[src/rtl/lcls_pkg.sv]
// ----------------------------------------------------------------------------
// LED cube layer scanner package
// Request codes, sequencer states and fixed widths shared by the scanner,
// its frame store and its port checker.
// ----------------------------------------------------------------------------
package lcls_pkg;

	// Width of the layer enable bus.
	localparam int SEL_W = 8;

	// Width of one coordinate field on the request channel.
	localparam int COORD_W = 3;

	// Request codes.
	typedef enum logic [1:0] {
		ACT_SET   = 2'd0,
		ACT_CLEAR = 2'd1,
		ACT_READ  = 2'd2,
		ACT_TICK  = 2'd3
	} action_t;

	// Sequencer states, one-hot.
	typedef enum logic [4:0] {
		ST_IDLE  = 5'b00001,
		ST_WRITE = 5'b00010,
		ST_READ  = 5'b00100,
		ST_LOAD  = 5'b01000,
		ST_SHIFT = 5'b10000
	} state_t;

endpackage

[src/rtl/lcls_frame_store.sv]
// ----------------------------------------------------------------------------
// LED cube frame store
// One word of SIDE pixels per (column, layer) pair, one write port and one
// registered read port. Per-word valid bits make unwritten words read as zero.
// ----------------------------------------------------------------------------
module lcls_frame_store
	import lcls_pkg::*;
#(
	parameter int SIDE = 8
) (
	input  logic                               clk,
	input  logic                               arst_n,
	input  logic                               rd_en,
	input  logic [$clog2(SIDE*SIDE)-1:0]       rd_addr,
	output logic [SIDE-1:0]                    rd_data,
	input  logic                               wr_en,
	input  logic [$clog2(SIDE*SIDE)-1:0]       wr_addr,
	input  logic [SIDE-1:0]                    wr_data
);

	localparam int DEPTH = SIDE * SIDE;

	logic [SIDE-1:0]  mem [DEPTH];
	logic [SIDE-1:0]  rd_word_q;
	logic [DEPTH-1:0] word_vld_q;
	logic             rd_vld_q;

	// Word array: write port and registered read port.
	always_ff @(posedge clk) begin
		if (wr_en) begin
			mem[wr_addr] <= wr_data;
		end
		if (rd_en) begin
			rd_word_q <= mem[rd_addr];
		end
	end

	// Valid bits: a word counts as all zeros until its first write.
	always_ff @(posedge clk or negedge arst_n) begin
		if (!arst_n) begin
			word_vld_q <= '0;
			rd_vld_q   <= 1'b0;
		end else begin
			if (wr_en) begin
				word_vld_q[wr_addr] <= 1'b1;
			end
			if (rd_en) begin
				rd_vld_q <= word_vld_q[rd_addr];
			end
		end
	end

	assign rd_data = rd_vld_q ? rd_word_q : '0;

endmodule

[src/rtl/led_cube_layer_scanner_unit.sv]
// Timing: a set or clear goes on to the write state unless a coordinate is out of range;
// a read result passes the frame store read register, then the output register once free.
// Scan: a tick makes one memory read and one load, then one pixel per cycle out of the
// row shift register for SIDE*SIDE bits, while the output is not stalled.
// Reset: the frame store reads as all zeros through per-row valid bits (no clearing
// pass), the layer counter starts at zero and both channels come up empty.
// ----------------------------------------------------------------------------
// LED cube layer scanner
// Keeps a one-bit-per-LED frame store, services set, clear and read requests,
// and on each scan tick serializes one layer with a one-hot layer enable.
// ----------------------------------------------------------------------------
module led_cube_layer_scanner_unit
	import lcls_pkg::*;
#(
	parameter int SIDE = 8
) (
	input  logic               clk,
	input  logic               arst_n,
	// Request channel
	input  logic               in_valid,
	output logic               in_stall,
	input  logic [1:0]         action,
	input  logic [COORD_W-1:0] pos_x,
	input  logic [COORD_W-1:0] pos_y,
	input  logic [COORD_W-1:0] pos_z,
	// Result channel
	output logic               out_valid,
	input  logic               out_stall,
	output logic               serial_bit,
	output logic [SEL_W-1:0]   layer_select,
	output logic               latch_pulse,
	output logic               read_value,
	output logic               last
);

	localparam int RW = $clog2(SIDE);
	localparam int AW = $clog2(SIDE * SIDE);

	state_t             state_q;
	action_t            act_q;
	logic [COORD_W-1:0] x_q;
	logic               ok_q;
	logic [AW-1:0]      waddr_q;
	logic [RW-1:0]      layer_q;
	logic [RW-1:0]      row_q;
	logic [RW-1:0]      bit_q;
	logic [SIDE-1:0]    sreg_q;

	logic               out_valid_q;
	logic               serial_bit_q;
	logic [SEL_W-1:0]   layer_select_q;
	logic               latch_pulse_q;
	logic               read_value_q;
	logic               last_q;

	logic               in_take;
	logic               coord_ok;
	logic [AW-1:0]      in_addr;
	logic               slot_free;
	logic               last_bit;
	logic               last_row;
	logic [RW-1:0]      row_nxt;
	logic [RW-1:0]      row_pre;
	logic [SEL_W-1:0]   sel;
	logic [SIDE-1:0]    mask;
	logic [SIDE-1:0]    rd_shift;

	logic               rd_en;
	logic [AW-1:0]      rd_addr;
	logic [SIDE-1:0]    rd_data;
	logic               wr_en;
	logic [SIDE-1:0]    wr_data;

	logic               out_load;
	logic               nxt_serial_bit;
	logic [SEL_W-1:0]   nxt_layer_select;
	logic               nxt_latch_pulse;
	logic               nxt_read_value;
	logic               nxt_last;

	// Word address of a (column, layer) pair.
	function automatic logic [AW-1:0] word_addr(input logic [AW-1:0] col,
			input logic [AW-1:0] lyr);
		return AW'(col * AW'(SIDE) + lyr);
	endfunction

	// Request decode.
	assign in_stall = (state_q != ST_IDLE);
	assign in_take  = in_valid && (state_q == ST_IDLE);
	assign coord_ok = (int'(pos_x) < SIDE) && (int'(pos_y) < SIDE) && (int'(pos_z) < SIDE);
	assign in_addr  = word_addr(AW'(pos_y), AW'(pos_z));

	// Scan position.
	assign slot_free = !out_valid_q || !out_stall;
	assign last_bit  = (bit_q == RW'(SIDE - 1));
	assign last_row  = (row_q == RW'(SIDE - 1));
	assign row_nxt   = RW'(row_q + RW'(1));
	assign row_pre   = RW'((RW+1)'(row_q) + (RW+1)'(2));
	// Layers numbered eight or more shift the one out of the bus and enable nothing.
	assign sel       = SEL_W'(1) << layer_q;

	// Pixel access within a word.
	assign mask     = SIDE'(1) << x_q;
	assign rd_shift = rd_data >> x_q;

	// Frame store port control.
	always_comb begin
		rd_en   = 1'b0;
		rd_addr = in_addr;
		wr_en   = 1'b0;
		wr_data = (act_q == ACT_SET) ? (rd_data | mask) : (rd_data & ~mask);
		case (state_q)
			ST_IDLE: begin
				rd_en = in_take;
				if (action == ACT_TICK) begin
					rd_addr = word_addr('0, AW'(layer_q));
				end
			end
			ST_WRITE: begin
				wr_en = 1'b1;
			end
			ST_LOAD: begin
				rd_en   = 1'b1;
				rd_addr = word_addr(AW'(row_nxt), AW'(layer_q));
			end
			ST_SHIFT: begin
				rd_en   = slot_free && last_bit && !last_row && (row_nxt != RW'(SIDE - 1));
				rd_addr = word_addr(AW'(row_pre), AW'(layer_q));
			end
			default: begin
				rd_en = 1'b0;
			end
		endcase
	end

	// Next result item.
	always_comb begin
		out_load         = 1'b0;
		nxt_serial_bit   = 1'b0;
		nxt_layer_select = '0;
		nxt_latch_pulse  = 1'b0;
		nxt_read_value   = 1'b0;
		nxt_last         = 1'b0;
		case (state_q)
			ST_READ: begin
				out_load       = slot_free;
				nxt_read_value = ok_q && rd_shift[0];
				nxt_last       = 1'b1;
			end
			ST_SHIFT: begin
				out_load         = slot_free;
				nxt_serial_bit   = sreg_q[0];
				nxt_layer_select = sel;
				nxt_latch_pulse  = last_bit && last_row;
				nxt_last         = last_bit && last_row;
			end
			default: begin
				out_load = 1'b0;
			end
		endcase
	end

	// Sequencer and layer counter.
	always_ff @(posedge clk or negedge arst_n) begin
		if (!arst_n) begin
			state_q <= ST_IDLE;
			layer_q <= '0;
			row_q   <= '0;
			bit_q   <= '0;
		end else begin
			case (state_q)
				ST_IDLE: begin
					if (in_valid) begin
						case (action)
							ACT_SET, ACT_CLEAR: state_q <= coord_ok ? ST_WRITE : ST_IDLE;
							ACT_READ:           state_q <= ST_READ;
							ACT_TICK: begin
								row_q   <= '0;
								state_q <= ST_LOAD;
							end
							default:            state_q <= ST_IDLE;
						endcase
					end
				end
				ST_WRITE: begin
					state_q <= ST_IDLE;
				end
				ST_READ: begin
					if (slot_free) begin
						state_q <= ST_IDLE;
					end
				end
				ST_LOAD: begin
					bit_q   <= '0;
					state_q <= ST_SHIFT;
				end
				ST_SHIFT: begin
					if (slot_free) begin
						if (last_bit) begin
							bit_q <= '0;
							if (last_row) begin
								layer_q <= (layer_q == RW'(SIDE - 1)) ? '0 : RW'(layer_q + RW'(1));
								state_q <= ST_IDLE;
							end else begin
								row_q <= row_nxt;
							end
						end else begin
							bit_q <= RW'(bit_q + RW'(1));
						end
					end
				end
				default: begin
					state_q <= ST_IDLE;
				end
			endcase
		end
	end

	// Request capture and row shift register.
	always_ff @(posedge clk) begin
		if (in_take) begin
			act_q   <= action_t'(action);
			x_q     <= pos_x;
			ok_q    <= coord_ok;
			waddr_q <= in_addr;
		end
		if (state_q == ST_LOAD) begin
			sreg_q <= rd_data;
		end else if ((state_q == ST_SHIFT) && slot_free) begin
			sreg_q <= last_bit ? rd_data : (sreg_q >> 1);
		end
	end

	// Output register.
	always_ff @(posedge clk or negedge arst_n) begin
		if (!arst_n) begin
			out_valid_q <= 1'b0;
		end else if (out_load) begin
			out_valid_q <= 1'b1;
		end else if (!out_stall) begin
			out_valid_q <= 1'b0;
		end
	end

	always_ff @(posedge clk) begin
		if (out_load) begin
			serial_bit_q   <= nxt_serial_bit;
			layer_select_q <= nxt_layer_select;
			latch_pulse_q  <= nxt_latch_pulse;
			read_value_q   <= nxt_read_value;
			last_q         <= nxt_last;
		end
	end

	assign out_valid    = out_valid_q;
	assign serial_bit   = serial_bit_q;
	assign layer_select = layer_select_q;
	assign latch_pulse  = latch_pulse_q;
	assign read_value   = read_value_q;
	assign last         = last_q;

	// Frame store.
	lcls_frame_store #(
		.SIDE (SIDE)
	) u_store (
		.clk     (clk),
		.arst_n  (arst_n),
		.rd_en   (rd_en),
		.rd_addr (rd_addr),
		.rd_data (rd_data),
		.wr_en   (wr_en),
		.wr_addr (waddr_q),
		.wr_data (wr_data)
	);

endmodule

[config.mk]
export PLATFORM = sky130hd
export DESIGN_NAME = led_cube_layer_scanner_unit
export DESIGN_NICKNAME = d
export VERILOG_FILES = /design/src/rtl/lcls_pkg.sv /design/src/rtl/lcls_frame_store.sv /design/src/rtl/led_cube_layer_scanner_unit.sv
export SDC_FILE = /design/constraint.sdc
export NUM_CORES = 1
export LEC_CHECK = 0
export ABC_AREA = 1
export BUFFER_PORTS_ARGS = -buffer_cell sky130_fd_sc_hd__buf_4
export CAP_MARGIN = 40
export CORE_AREA = 2 2 251 253
export CTS_BUF_LIST = sky130_fd_sc_hd__clkbuf_4 sky130_fd_sc_hd__clkbuf_8
export DETAILED_ROUTE_END_ITERATION = 16
export DIE_AREA = 0 0 253 255
export MAX_ROUTING_LAYER = met4
export PLACE_DENSITY = 0.67
export SYNTH_ARGS = -nofsm -noshare
export SYNTH_HDL_FRONTEND = slang
export SYNTH_SLANG_ARGS = --single-unit
[constraint.sdc]
create_clock -name clk -period 6.9 [get_ports clk]
set_input_delay 0.345 -clock clk [delete_from_list [all_inputs] [get_ports clk]]
set_output_delay 0.345 -clock clk [all_outputs]
set_load 0.01 [all_outputs]
# Word level (Yosys, flattened, before mapping)
# Memories as Yosys holds them, arrays and structs flattened. A register that Yosys moved wholly into a read port is not among the register bits.
# Index checks and enable logic that the tools add are counted.
# word_totals
reg_bits	111
mem_bits_rw	512
out_inout_bits	14
wordCells	113
mem_count	1
# op_classes
add_sub_neg	7
magnitude_cmp	3
n_eq_ne	21
n_shift	3
mux	36
bitwise	4
n_reduce_logical	22
# memory_table
memory	words	width	rd	rd_ports_with_merged_regs	write_ports	line_no	rtl
u_store.mem	64	8	1	1	1	lcls_frame_store.sv:23	logic [SIDE-1:0] mem [DEPTH];
# op_table
op	count
bitwise OR 64 bit	1
two-way mux 8 bit	5
two-way mux 5 bit	5
two-way mux 3 bit	8
one-hot mux 5 bit (4 select lines)	1
adder 6 x 3 -> 6 bit	3
one-hot mux 6 bit (3 select lines)	1
left shift 1 x 3 -> 8 bit, first input constant	2
one-hot mux 5 bit (3 select lines)	1
less-than comparator 6 x 7 -> 1 bit, second input constant	2
inequality test 2 bit, second input constant	6
one-hot mux 3 bit (2 select lines)	2
adder 3 x 1 -> 3 bit, second input constant	3
== test 3 bit, second input constant	3
bitwise AND 8 bit	1
two-way mux 1 bit	8
NOT 8 bit	1
bitwise OR 8 bit	1
right shift 8 x 3 -> 1 bit	1
logical AND 1 bit	7
binary-select mux 1 bit (select 6 bit)	1
demux 1 bit (select 6 bit)	1
>= comparator 6 x 1 -> 1 bit, second input constant	1
two-way mux 6 bit	1
22 further kinds	30

# Logic depth before layout (Yosys ltp)
# Gate-level depths: netlist of the first run.
# depth
ltp_word	6
ltp_mapped	19
depth_no_buf	17

# Cells and area by module
# Synthesis of the first run repeated with hierarchy kept, for this count alone.
# unflattened
cells_unflattened	2251
hier_area_um2	26056.2
# by_module_without_submodules
mod	instances	cells_each	area_per_inst_um2	seq_area_each_um2
lcls_frame_store	1	1987	23630.2	17241.5
led_cube_layer_scanner_unit	1	264	2426.1	1307.5

# Worst setup path before layout of the first run
# No wires, ideal clock.
# synth_timing
path_type	register to register
start	register u_store.rd_vld_q
end	memory u_store.mem[0][7] (data pin)
t_arrival_ns	3.264
required_time_ns	6.198
setup_slack_ns	2.934
path_stages_with_launch	4
path_buffers	1
path_cell_list	dfrtp_1 -> clkbuf_1 -> nand2_1 -> o21ai_0
# synth_via
elab_chain_cells	3
word_cells_on_any_way	4
# synth_lines
item	line_no	rtl
from (decl)	lcls_frame_store.sv:26	logic rd_vld_q;
from (signal assigned)	lcls_frame_store.sv:48	rd_vld_q <= word_vld_q[rd_addr];
two-way mux 8 bit *	lcls_frame_store.sv:53	assign rd_data = rd_vld_q ? rd_word_q : '0;
bitwise AND 8 bit or bitwise OR 8 bit (tied branches)	led_cube_layer_scanner_unit.sv:111	wr_data = (act_q == ACT_SET) ? (rd_data | mask) : (rd_data & ~mask);
two-way mux 8 bit *	led_cube_layer_scanner_unit.sv:111	
net u_store.wr_data[7]	lcls_frame_store.sv:18	input logic [SIDE-1:0] wr_data
to (decl)	lcls_frame_store.sv:23	
# Mark *: on every way through the listed nets, which the timed path passes. The rest lies on a longest branch.

# Worst setup path in the final report of the first run
# layout_timing
start	register state_q[4]
end	register u_store.rd_word_q[4] (read register of u_store.mem) (data pin)
# layout_via
elab_chain_cells	3
word_cells_on_any_way	6
# layout_lines
item	line_no	rtl
from (decl)	led_cube_layer_scanner_unit.sv:39	state_t state_q;
from (signal assigned)	led_cube_layer_scanner_unit.sv:175	ACT_SET, ACT_CLEAR: state_q <= coord_ok ? ST_WRITE : ST_IDLE;
== test 5 x 1 -> 1 bit	led_cube_layer_scanner_unit.sv:89, led_cube_layer_scanner_unit.sv:112	
logical AND 1 bit	led_cube_layer_scanner_unit.sv:89	assign in_take = in_valid && (state_q == ST_IDLE);
one-hot mux 1 bit (3 select lines)	led_cube_layer_scanner_unit.sv:112	case (state_q)
to (decl)	lcls_frame_store.sv:24	logic [SIDE-1:0] rd_word_q;
# Parallel ways exist; a longest one is shown, timed or not.
# A chain may end at the register's enable or synchronous reset.

==> flow_metrics.py, run 1 <==
metrics = {
    "timing": {
        "finalCriticalPeriod_ns": 4.42,
        "whs_ns": 0.0551,
        "worst_slew_pin_slew_ns": 0.875,
        "drv_slew": 0,
        "min_period_over_period": 0.641,
        "max_freq_mhz": 226,
        "slew-limit-headroom": 0.413,
        "tns_ns": 0,
        "hold_violations": 0,
        "fin_worst_skew_ns": 0.0341,
        "finalSetupViolCount": 0,
        "setup_ws_ns": 2.48,
        "rsz0062_at_grt": "false",
    },
    "logic_synthesis": {
        "ys.flop_type": "edfxtp_1",
        "ys_ff_latch": 631,
        "syn-instance-count": 2229,
        "synthMostInstantiatedCell": "edfxtp_1",
        "avgSynthCellArea_um2": 11.8,
        "yosysWarningCount": 0,
        "yosysTopAreaCellShare": 0.627,
        "async_flop_share": 0.127,
        "ys_seq_area_frac": 0.703,
        "synth_common_cells": "edfxtp_1, nor2_1, nand3_1",
        "yosys.cell_types.count": 42,
        "synth_enable_flop_cells": 551,
        "synth.net_count": 2254,
        "netlist_area_mm2": 0.0264,
        "synth_area_leader_cell": "edfxtp_1",
        "synthTopCellsByArea": "edfxtp_1, dfrtp_1, nand3_1",
    },
    "detailed_routing": {
        "dr.first_iter.drc_count": 1919,
        "vias": 17600,
        "viasPerCell": 5.59,
        "wl_met1_um": 26900,
        "drt-total-wl_um": 66700,
        "wl_met3_um": 5730,
        "avgRoutedWirePerCell_um": 21.1,
        "drc_errors": 0,
        "firstDrtPassIters": 6,
        "routed.top_layer": "met4",
        "wl_met2_um": 31700,
        "ant_nets": 0,
    },
    "die": {
        "initial_core_util": 0.424,
        "io_pins": 29,
        "std_cell_rows": 92,
        "dieWidth_um": 253,
        "fp.dieH_um": 255,
        "coreArea_mm2": 0.0622,
        "die_area_mm2": 0.0645,
    },
    "cts": {
        "post-cts-setup-buffer-count": 0,
        "path_clk_slew_ns": 0.06,
        "cts_buffer_depth": 3,
        "numCtsBuffers": 100,
        "cts_hold_buf": 13,
        "cts_sinks": 631,
        "clkLatencyLatePin_ns": 0.71,
        "cts_tree": "done",
        "cts.repair.resized": 0,
        "cts-htree-levels": 3,
        "cts_root_buf": "clkbuf_8",
    },
    "grt": {
        "track_usage": 0.215,
        "antenna_found_initial": 1,
        "grt_pass1_wl_um": 102000,
        "grt_pass1_vias": 17300,
        "grt_max_degree": 113,
        "grt_overflow": 0,
    },
    "worst_hold_path": {
        "holdCritPathClass": "input pin to flop",
    },
    "placed_design": {
        "place_inst": 2960,
        "finalWeightedCongestion": 0.907,
        "place_area_mm2": 0.0274,
        "dp.final_hpwl_um": 39100,
        "port_buffers": 28,
        "dp_slack_ns": 2.62,
    },
    "critical_path": {
        "cp_top_family": "simple AND/OR/NAND/NOR gates",
        "critPathMaxStageDelay_ns": 0.62,
        "crit_fanout": 112,
        "worst-setup-path-type": "flop to flop",
        "critPathSlowestCell": "nor2_4",
        "startpoint_type": "flop",
        "cp-end-kind": "flop",
        "path_cells": "inv_1 -> nand4_1 -> nand2_1 -> nor2_4 -> nand2_8 -> inv_6 -> buf_16 -> buf_4 -> nor2_1 -> nor2_1 -> o21ai_0 -> o211ai_1 -> nand3_1 -> nand3_1 -> nand3_1 -> nand2_1",
        "worst_ep_arrival_time_ns": 4.98,
        "cp_common_cell": "nand3_1",
        "required_ns": 7.46,
        "path_buf_inv": 4,
    },
    "run": {
        "drv_cap": 0,
    },
    "outcome": {
        "status": "finished clean",
    },
    "finish": {
        "final_core_util": 0.475,
        "nets": 2301,
        "fill_cells": 5473,
        "final_area_mm2": 0.0295,
        "final_cells": 3153,
        "layout-drive-gt1-share": 0.111,
        "syn_to_final_growth_pct": 12.0,
    },
    "power": {
        "power_density_mw_per_mm2": 286,
        "vdd_drop_max_v": 0.000128,
        "leakage_nw": 10.6,
        "power.total_mw": 8.44,
    },
}
[routing by layer]
| metal | up-vias | GRT usage |
|---|---|---|
| li1 | 8097 | - |
| met1 | 8551 | 0.271 |
| met2 | 814 | 0.340 |
| met3 | 159 | 0.0441 |
| met4 | 0 | 0.0879 |
| met5 | - | - |
[kinds of logic after synthesis]
| group | after synthesis | share of synthesized area |
|---|---|---|
| compound gates | 601 | 0.129 |
| fa+ha+maj | 10 | 0.00474 |
| buf+inv | 360 | 0.0583 |
| flops | 631 | 0.703 |
| simple gates | 627 | 0.105 |
[state kept, by name, indices dropped and copies added (netlist names)]
register and count:
out_valid 1, serial_bit 1, layer_q 3, waddr_q 6, layer_select 8, state_q 5
read_value 1, u_store.rd_vld_q 1, row_q 3, latch_pulse 1, bit_q 3, u_store.word_vld_q 64
x_q 3, u_store.mem 512, u_store.rd_word_q 8, act_q 2, last 1, sreg_q 8
[final timing paths]
kind | slack, ns | endpoint | start | depth (start not counted)
max | 2.48 | u_store.rd_word_q[4] | state_q[4] | 16
min | 0.06 | state_q[0] | in_valid | 4
max reg2reg | 2.48 | u_store.rd_word_q[4] | state_q[4] | 16
min reg2reg | 0.46 | u_store.word_vld_q[59] | u_store.word_vld_q[59] | 2
max in group asynchronous | 6.12 | state_q[0] | arst_n | 3
min in group asynchronous | 0.14 | u_store.word_vld_q[46] | arst_n | 2
[placed cells by master (no fill, tap or decap), types with 2 or more instances in the layout]
master / Yosys / routed
edfxtp_1: 551 / 551
nor2_1: 261 / 261
nand3_1: 224 / 224
inv_1: 220 / 220
o21ai_1: 180 / 180
o21ai_0: 168 / 163
o211ai_1: 122 / 122
nand2_1: 118 / 118
a21oi_1: 115 / 113
clkbuf_8: 0 / 109
dfrtp_1: 79 / 79
buf_4: 8 / 57
clkbuf_4: 0 / 39
clkinv_1: 2 / 23
dlygate4sd3_1: 0 / 13
ha_1: 10 / 10
o21ai_4: 1 / 6
o211ai_2: 6 / 6
inv_2: 5 / 5
buf_16: 0 / 5
nand4_1: 4 / 4
nor2_2: 3 / 3
nor2_4: 3 / 3
nor3_1: 3 / 3
clkinv_2: 0 / 3
nand3_4: 2 / 2
a21oi_4: 0 / 2
nand2_8: 1 / 2
o21ai_2: 2 / 2
or2_2: 2 / 2
clkinv_8: 0 / 2
clkinvlp_4: 0 / 2
inv_12: 0 / 2
buf_12: 0 / 2
[final cells by class]
type / instances / area [µm²] / share of cell area
Sequential cell: 631 / 18500 / 0.628
Clock inverter: 31 / 204 / 0.00690
Tap cell: 799 / 1000 / 0.0338
Timing Repair Buffer: 77 / 736 / 0.0249
Inverter: 228 / 861 / 0.0291
Multi-Input combinational cell: 1238 / 6400 / 0.217
Antenna cell: 1 / 2.50 / 0.0000847
Clock buffer: 148 / 1790 / 0.0607
[report_power, final]
part,switching (mW),total (mW),internal [mW]
Combinational,0.705,0.905,0.200
Sequential,0.0269,4.40,4.37
Clock,1.44,3.14,1.70
[tightest hold or removal path: stages]
cell and delay [ns]:
buf_4 0.08, inv_1 0.04, nand2_1 0.14, o31ai_1 0.12
No activity file was read; power rests on OpenSTA's default activity.
==> run 2, diff against run 1 <==
ABC_AREA = 0   (was 1)
CORE_AREA = 2 2 244 246   (was 2 2 251 253)
DIE_AREA = 0 0 246 248   (was 0 0 253 255)
clock period = 4.32 ns   (was 6.9 ns; I/O delays follow)
==> run 2 against run 1 <==
  * Setup slack got worse by 2.3 ns
  * Routed wire length fell by 12%
  * Via count fell by 25%
  * Register-to-register slack got worse by 2.3 ns
  * Sequential power rose by 67%
  * Core utilization rose by 2.0 points
  * Cell area fell by 2.0%
  * Die area fell by 5.4%
  * Area after synthesis fell by 5.4%
  * Largest power group unchanged
==> flow_metrics.py, run 2 <==
metrics = {
    "finish": {
        "final_cell_mix": "edfxtp_1, mux4_2, clkbuf_8",
        "layout-drive-gt1-share": 0.325,
        "nets": 1496,
        "largestRegisters": "u_store.mem x512, u_store.word_vld_q x64",
        "syn_to_final_growth_pct": 16.0,
        "top_register": "u_store.mem",
        "largest_reg_flops": 512,
        "final_cells": 2330,
        "final_common_cell": "edfxtp_1",
    },
    "logic_synthesis": {
        "netlist_area_mm2": 0.0250,
        "ys_ff_latch": 631,
        "ys.flop_type": "edfxtp_1",
        "syn-instance-count": 1303,
        "yosysTopAreaCellShare": 0.663,
        "synthTopCellsByArea": "edfxtp_1, mux4_2, dfrtp_1",
        "avgSynthCellArea_um2": 19.1,
        "synth_common_cells": "edfxtp_1, mux4_2, nor2_1",
        "async_flop_share": 0.127,
        "synth_area_leader_cell": "edfxtp_1",
        "synth.net_count": 1328,
        "synth_enable_flop_cells": 551,
        "yosysWarningCount": 0,
        "synthMostInstantiatedCell": "edfxtp_1",
        "yosys.cell_types.count": 62,
        "ys_seq_area_frac": 0.743,
    },
    "die": {
        "io_pins": 29,
        "dieWidth_um": 246,
        "coreArea_mm2": 0.0585,
        "initial_core_util": 0.427,
        "fp.dieH_um": 248,
        "std_cell_rows": 89,
        "die_area_mm2": 0.0610,
    },
    "placed_design": {
        "port_buffers": 28,
        "place_inst": 2121,
        "dp.final_hpwl_um": 37100,
        "finalWeightedCongestion": 0.839,
    },
    "timing": {
        "slew-limit-headroom": 0.358,
        "finalCriticalPeriod_ns": 4.14,
        "fin_worst_skew_ns": 0.0369,
        "min_period_over_period": 0.957,
        "drv_slew": 0,
        "tns_ns": 0,
        "finalSetupViolCount": 0,
        "worst_slew_pin_slew_ns": 0.959,
        "hold_violations": 0,
        "rsz0062_at_grt": "false",
        "max_freq_mhz": 242,
    },
    "grt": {
        "antenna_found_initial": 4,
        "grt_overflow": 0,
        "track_usage": 0.201,
        "grt_pass1_wl_um": 87200,
        "grt_max_degree": 53,
        "grt_pass1_vias": 13600,
    },
    "cts": {
        "cts_sinks": 631,
        "clkLatencyLatePin_ns": 0.69,
        "cts_hold_buf": 17,
        "cts.repair.resized": 0,
        "cts_root_buf": "clkbuf_8",
        "cts_tree": "done",
        "path_clk_slew_ns": 0.06,
        "post-cts-setup-buffer-count": 0,
        "numCtsBuffers": 100,
        "cts-htree-levels": 3,
        "cts_buffer_depth": 3,
    },
    "critical_path": {
        "crit_fanout": 40,
        "required_ns": 4.77,
        "worst_ep_arrival_time_ns": 4.59,
        "worst-setup-path-type": "flop to flop",
        "startpoint_type": "flop",
        "cp-end-kind": "flop",
    },
    "detailed_routing": {
        "viasPerCell": 5.71,
        "drc_errors": 0,
        "firstDrtPassIters": 5,
        "vias": 13300,
        "drt-total-wl_um": 58600,
        "ant_nets": 0,
        "avgRoutedWirePerCell_um": 25.2,
        "dr.first_iter.drc_count": 1336,
    },
    "worst_hold_path": {
        "holdCritPathClass": "input pin to flop",
    },
    "power": {
        "leakage_nw": 10.2,
        "power_density_mw_per_mm2": 511,
        "power.total_mw": 14.8,
        "vdd_drop_max_v": 0.000295,
    },
    "run": {
        "drv_cap": 0,
    },
    "outcome": {
        "status": "finished clean",
    },
}
run 2: changes by cell type in the layout (fill, tap and decap cells not counted), moves of 109 or more:
cell,delta
o21ai_1,-178
nand3_1,-200
mux4_2,+139
o211ai_1,-122
nor2_1,-177
o21ai_0,-125
inv_1,-211
a21oi_1,-109
run 2: area by class of cell:
type | count | area (µm²)
multi-input combinational | 600 | 6160
sequential | 631 | 18500
tap | 773 | 967
clock inverter | 41 | 256
fill | 4662 | 29500
clock buffer | 144 | 1750
timing repair buffer | 129 | 1210
antenna | 3 | 7.51
inverter | 9 | 33.8
run 2: kinds of logic after synthesis:
| kind of cell | count (synthesis) | share of synthesized area |
|---|---|---|
| buffers and inverters | 72 | 0.0145 |
| adder cells (fa/ha/maj) | 10 | 0.00501 |
| flip-flops | 631 | 0.743 |
| AND/OR/NAND/NOR | 296 | 0.0608 |
| multiplexers | 184 | 0.146 |
| AO/OA/AOI/OAI | 108 | 0.0299 |
| XOR/XNOR | 2 | 0.000702 |
run 2: power breakdown:
group          internal (mW)  switching [mW]
Combinational          0.911            1.49
Sequential              7.20           0.139
Clock                   2.78            2.27
run 2: metal layers:
layer / global-route usage / share of wire / vias to the layer above
met4: 0.0688 / 0.027 / 0
met5: - / 0 / -
li1: - / - / 5605
met1: 0.260 / 0.40 / 6971
met3: 0.0438 / 0.085 / 114
met2: 0.318 / 0.49 / 613
run 2: critical path, cell delays in order, from the launching register on:
cell and delay, ns:
dfrtp_1 0.46, nor3_2 0.11, nand4_1 0.14, a21boi_1 0.64, mux2i_4 0.56, buf_12 0.36, mux4_2 0.55, a221oi_1 0.31
o21ai_0 0.39, and4_1 0.32
run 2: final timing paths:
check / start / end / slack (ns) / cells after the start
setup reg to reg: state_q[4] / u_store.rd_word_q[6] / 0.18 / 9
min in group asynchronous: arst_n / bit_q[0] / 0.53 / 3
setup / recovery: state_q[4] / u_store.rd_word_q[6] / 0.18 / 9
hold reg to reg: u_store.word_vld_q[62] / u_store.word_vld_q[62] / 0.46 / 1
max in group asynchronous: arst_n / u_store.word_vld_q[57] / 2.47 / 4
hold / removal: pos_x[1] / x_q[1] / 0.26 / 2
run 2: through the flow:
stage                     utilization  instance area (µm²)  hold WS [ns]  setup WS, ns
after detailed placement        0.457                26700         0.196         0.272
after CTS                       0.494                28900         0.208         0.265
final                           0.495                28900         0.258         0.184
after global placement          0.450                26300         0.400         0.227
after global routing            0.495                28900         0.256       0.00488
after floorplan                     -                25000       -0.0796         0.287
==> run 3, diff against run 2 <==
CTS_BUF_LIST = sky130_fd_sc_hd__clkbuf_4   (was sky130_fd_sc_hd__clkbuf_4 sky130_fd_sc_hd__clkbuf_8)
==> run 3 against run 2 <==
  * Via count grew 3.0%
  * Non-clock buffer count grew 12
  * Combinational power is essentially flat
  * First-iteration DRC count shrank 2.4%
  * Sequential power is essentially flat
  * Worst hold slack lost 0.13 ns
  * Core utilization grew 0.52 points
  * Clock-buffer cell count grew 106
  * Register-to-register slack is essentially flat
  * Critical path depth is the same
  * Cell area grew 1.0%
  * Largest cell class unchanged
  * Highest routed layer unchanged
==> flow_metrics.py, run 3 (synthesis gave the netlist of run 2 again) <==
metrics = {
    "finish": {
        "final_common_cell": "edfxtp_1",
        "largestRegisters": "u_store.mem x512, u_store.word_vld_q x64",
        "top_register": "u_store.mem",
        "nets": 1566,
        "largest_reg_flops": 512,
        "layout-drive-gt1-share": 0.365,
        "fill_cells": 4689,
        "final_cell_mix": "edfxtp_1, clkbuf_4, mux4_2",
        "syn_to_final_growth_pct": 17.2,
    },
    "placed_design": {
        "dp.final_hpwl_um": 37100,
        "port_buffers": 28,
        "dp_slack_ns": 0.272,
        "finalWeightedCongestion": 0.839,
    },
    "timing": {
        "max_freq_mhz": 241,
        "hold_violations": 0,
        "finalCriticalPeriod_ns": 4.15,
        "worst_slew_pin_slew_ns": 0.958,
        "fin_worst_skew_ns": 0.0716,
        "tns_ns": 0,
        "drv_slew": 0,
        "slew-limit-headroom": 0.359,
        "whs_ns": 0.127,
        "finalSetupViolCount": 0,
        "setup_ws_ns": 0.175,
        "min_period_over_period": 0.960,
        "rsz0062_at_grt": "false",
    },
    "outcome": {
        "status": "finished clean",
    },
    "critical_path": {
        "worst_ep_arrival_time_ns": 4.90,
        "startpoint_type": "flop",
        "r2r.worst_path.cells": 9,
        "worst-setup-path-type": "flop to flop",
        "crit_fanout": 40,
        "required_ns": 5.08,
        "cp-end-kind": "flop",
    },
    "detailed_routing": {
        "avgRoutedWirePerCell_um": 24.1,
        "dr.first_iter.drc_count": 1304,
        "wl_met3_um": 5050,
        "wl_met1_um": 23800,
        "viasPerCell": 5.59,
        "drc_errors": 0,
        "routed.top_layer": "met4",
        "firstDrtPassIters": 6,
        "drt-total-wl_um": 59100,
        "ant_nets": 0,
        "wl_met2_um": 28700,
        "vias": 13700,
    },
    "power": {
        "vdd_drop_max_v": 0.000244,
        "power_density_mw_per_mm2": 514,
        "leakage_nw": 10.5,
    },
    "grt": {
        "track_usage": 0.206,
        "grt_pass1_wl_um": 88600,
        "grt_max_degree": 53,
        "grt_pass1_vias": 14100,
        "grt_overflow": 0,
        "antenna_found_initial": 4,
    },
    "die": {
        "coreArea_mm2": 0.0585,
        "initial_core_util": 0.427,
        "dieWidth_um": 246,
        "die_area_mm2": 0.0610,
        "io_pins": 29,
        "fp.dieH_um": 248,
        "std_cell_rows": 89,
    },
    "cts": {
        "cts_hold_buf": 30,
        "clkLatencyLatePin_ns": 1.01,
        "numCtsBuffers": 158,
        "cts_tree": "done",
        "cts_sinks": 631,
        "cts-htree-levels": 4,
        "cts_root_buf": "clkbuf_4",
        "post-cts-setup-buffer-count": 0,
        "path_clk_slew_ns": 0.07,
        "cts_buffer_depth": 3,
        "cts.repair.resized": 0,
    },
    "worst_hold_path": {
        "min_delay_path_depth": 4,
        "holdCritPathClass": "input pin to flop",
    },
    "run": {
        "drv_cap": 0,
    },
}
run 3: power breakdown:
part | internal [mW] | switching (mW) | total (mW)
clock | 2.92 | 2.37 | 5.29
combinational | 0.920 | 1.49 | 2.41
sequential | 7.19 | 0.141 | 7.33
total | 11.0 | 4.00 | 15.0
run 3: final cells by class:
| cell class | instances | area, µm² | area share |
|---|---|---|---|
| clock inverter | 40 | 290 | 0.00993 |
| clock buffer | 250 | 1880 | 0.0642 |
| tap | 773 | 967 | 0.0331 |
| inverter | 9 | 33.8 | 0.00116 |
| multi-input combinational | 600 | 6160 | 0.211 |
| timing repair buffer | 141 | 1340 | 0.0460 |
| antenna | 7 | 17.5 | 0.000599 |
| sequential | 631 | 18500 | 0.634 |
run 3: critical path, stage by stage, from the launching register on:
cell and delay [ns]:
dfrtp_1 0.46, nor3_2 0.11, nand4_1 0.16, a21boi_1 0.69
mux2i_4 0.57, buf_12 0.35, mux4_2 0.56, a221oi_1 0.30
o21ai_0 0.34, and4_1 0.29
run 3: metal layers:
metal / vias up / global-route usage
met5: - / -
met4: 0 / 0.0800
met3: 119 / 0.0597
met2: 663 / 0.314
met1: 7058 / 0.263
li1: 5857 / -
run 3: path summary, 6_finish.rpt:
check / startpoint / to / slack, ns
setup / recovery: state_q[4] / u_store.rd_word_q[6] / 0.17
hold reg to reg: u_store.word_vld_q[26] / u_store.word_vld_q[26] / 0.46
hold / removal: out_stall / out_valid / 0.13
max in group asynchronous: arst_n / u_store.word_vld_q[12] / 3.69
setup reg to reg: state_q[4] / u_store.rd_word_q[6] / 0.17
min in group asynchronous: arst_n / bit_q[1] / 0.26
run 3: metrics by stage:
step	total power, mW	area [µm²]	utilization	std cells
2_1_floorplan	8.85	25000	-	1303
3_3_place_gp	9.70	26300	0.450	2082
3_5_place_dp	9.80	26700	0.457	2121
4_1_cts	15.1	29200	0.499	2441
5_1_grt	15.6	29200	0.500	2451
6_report	15.0	29200	0.500	2451
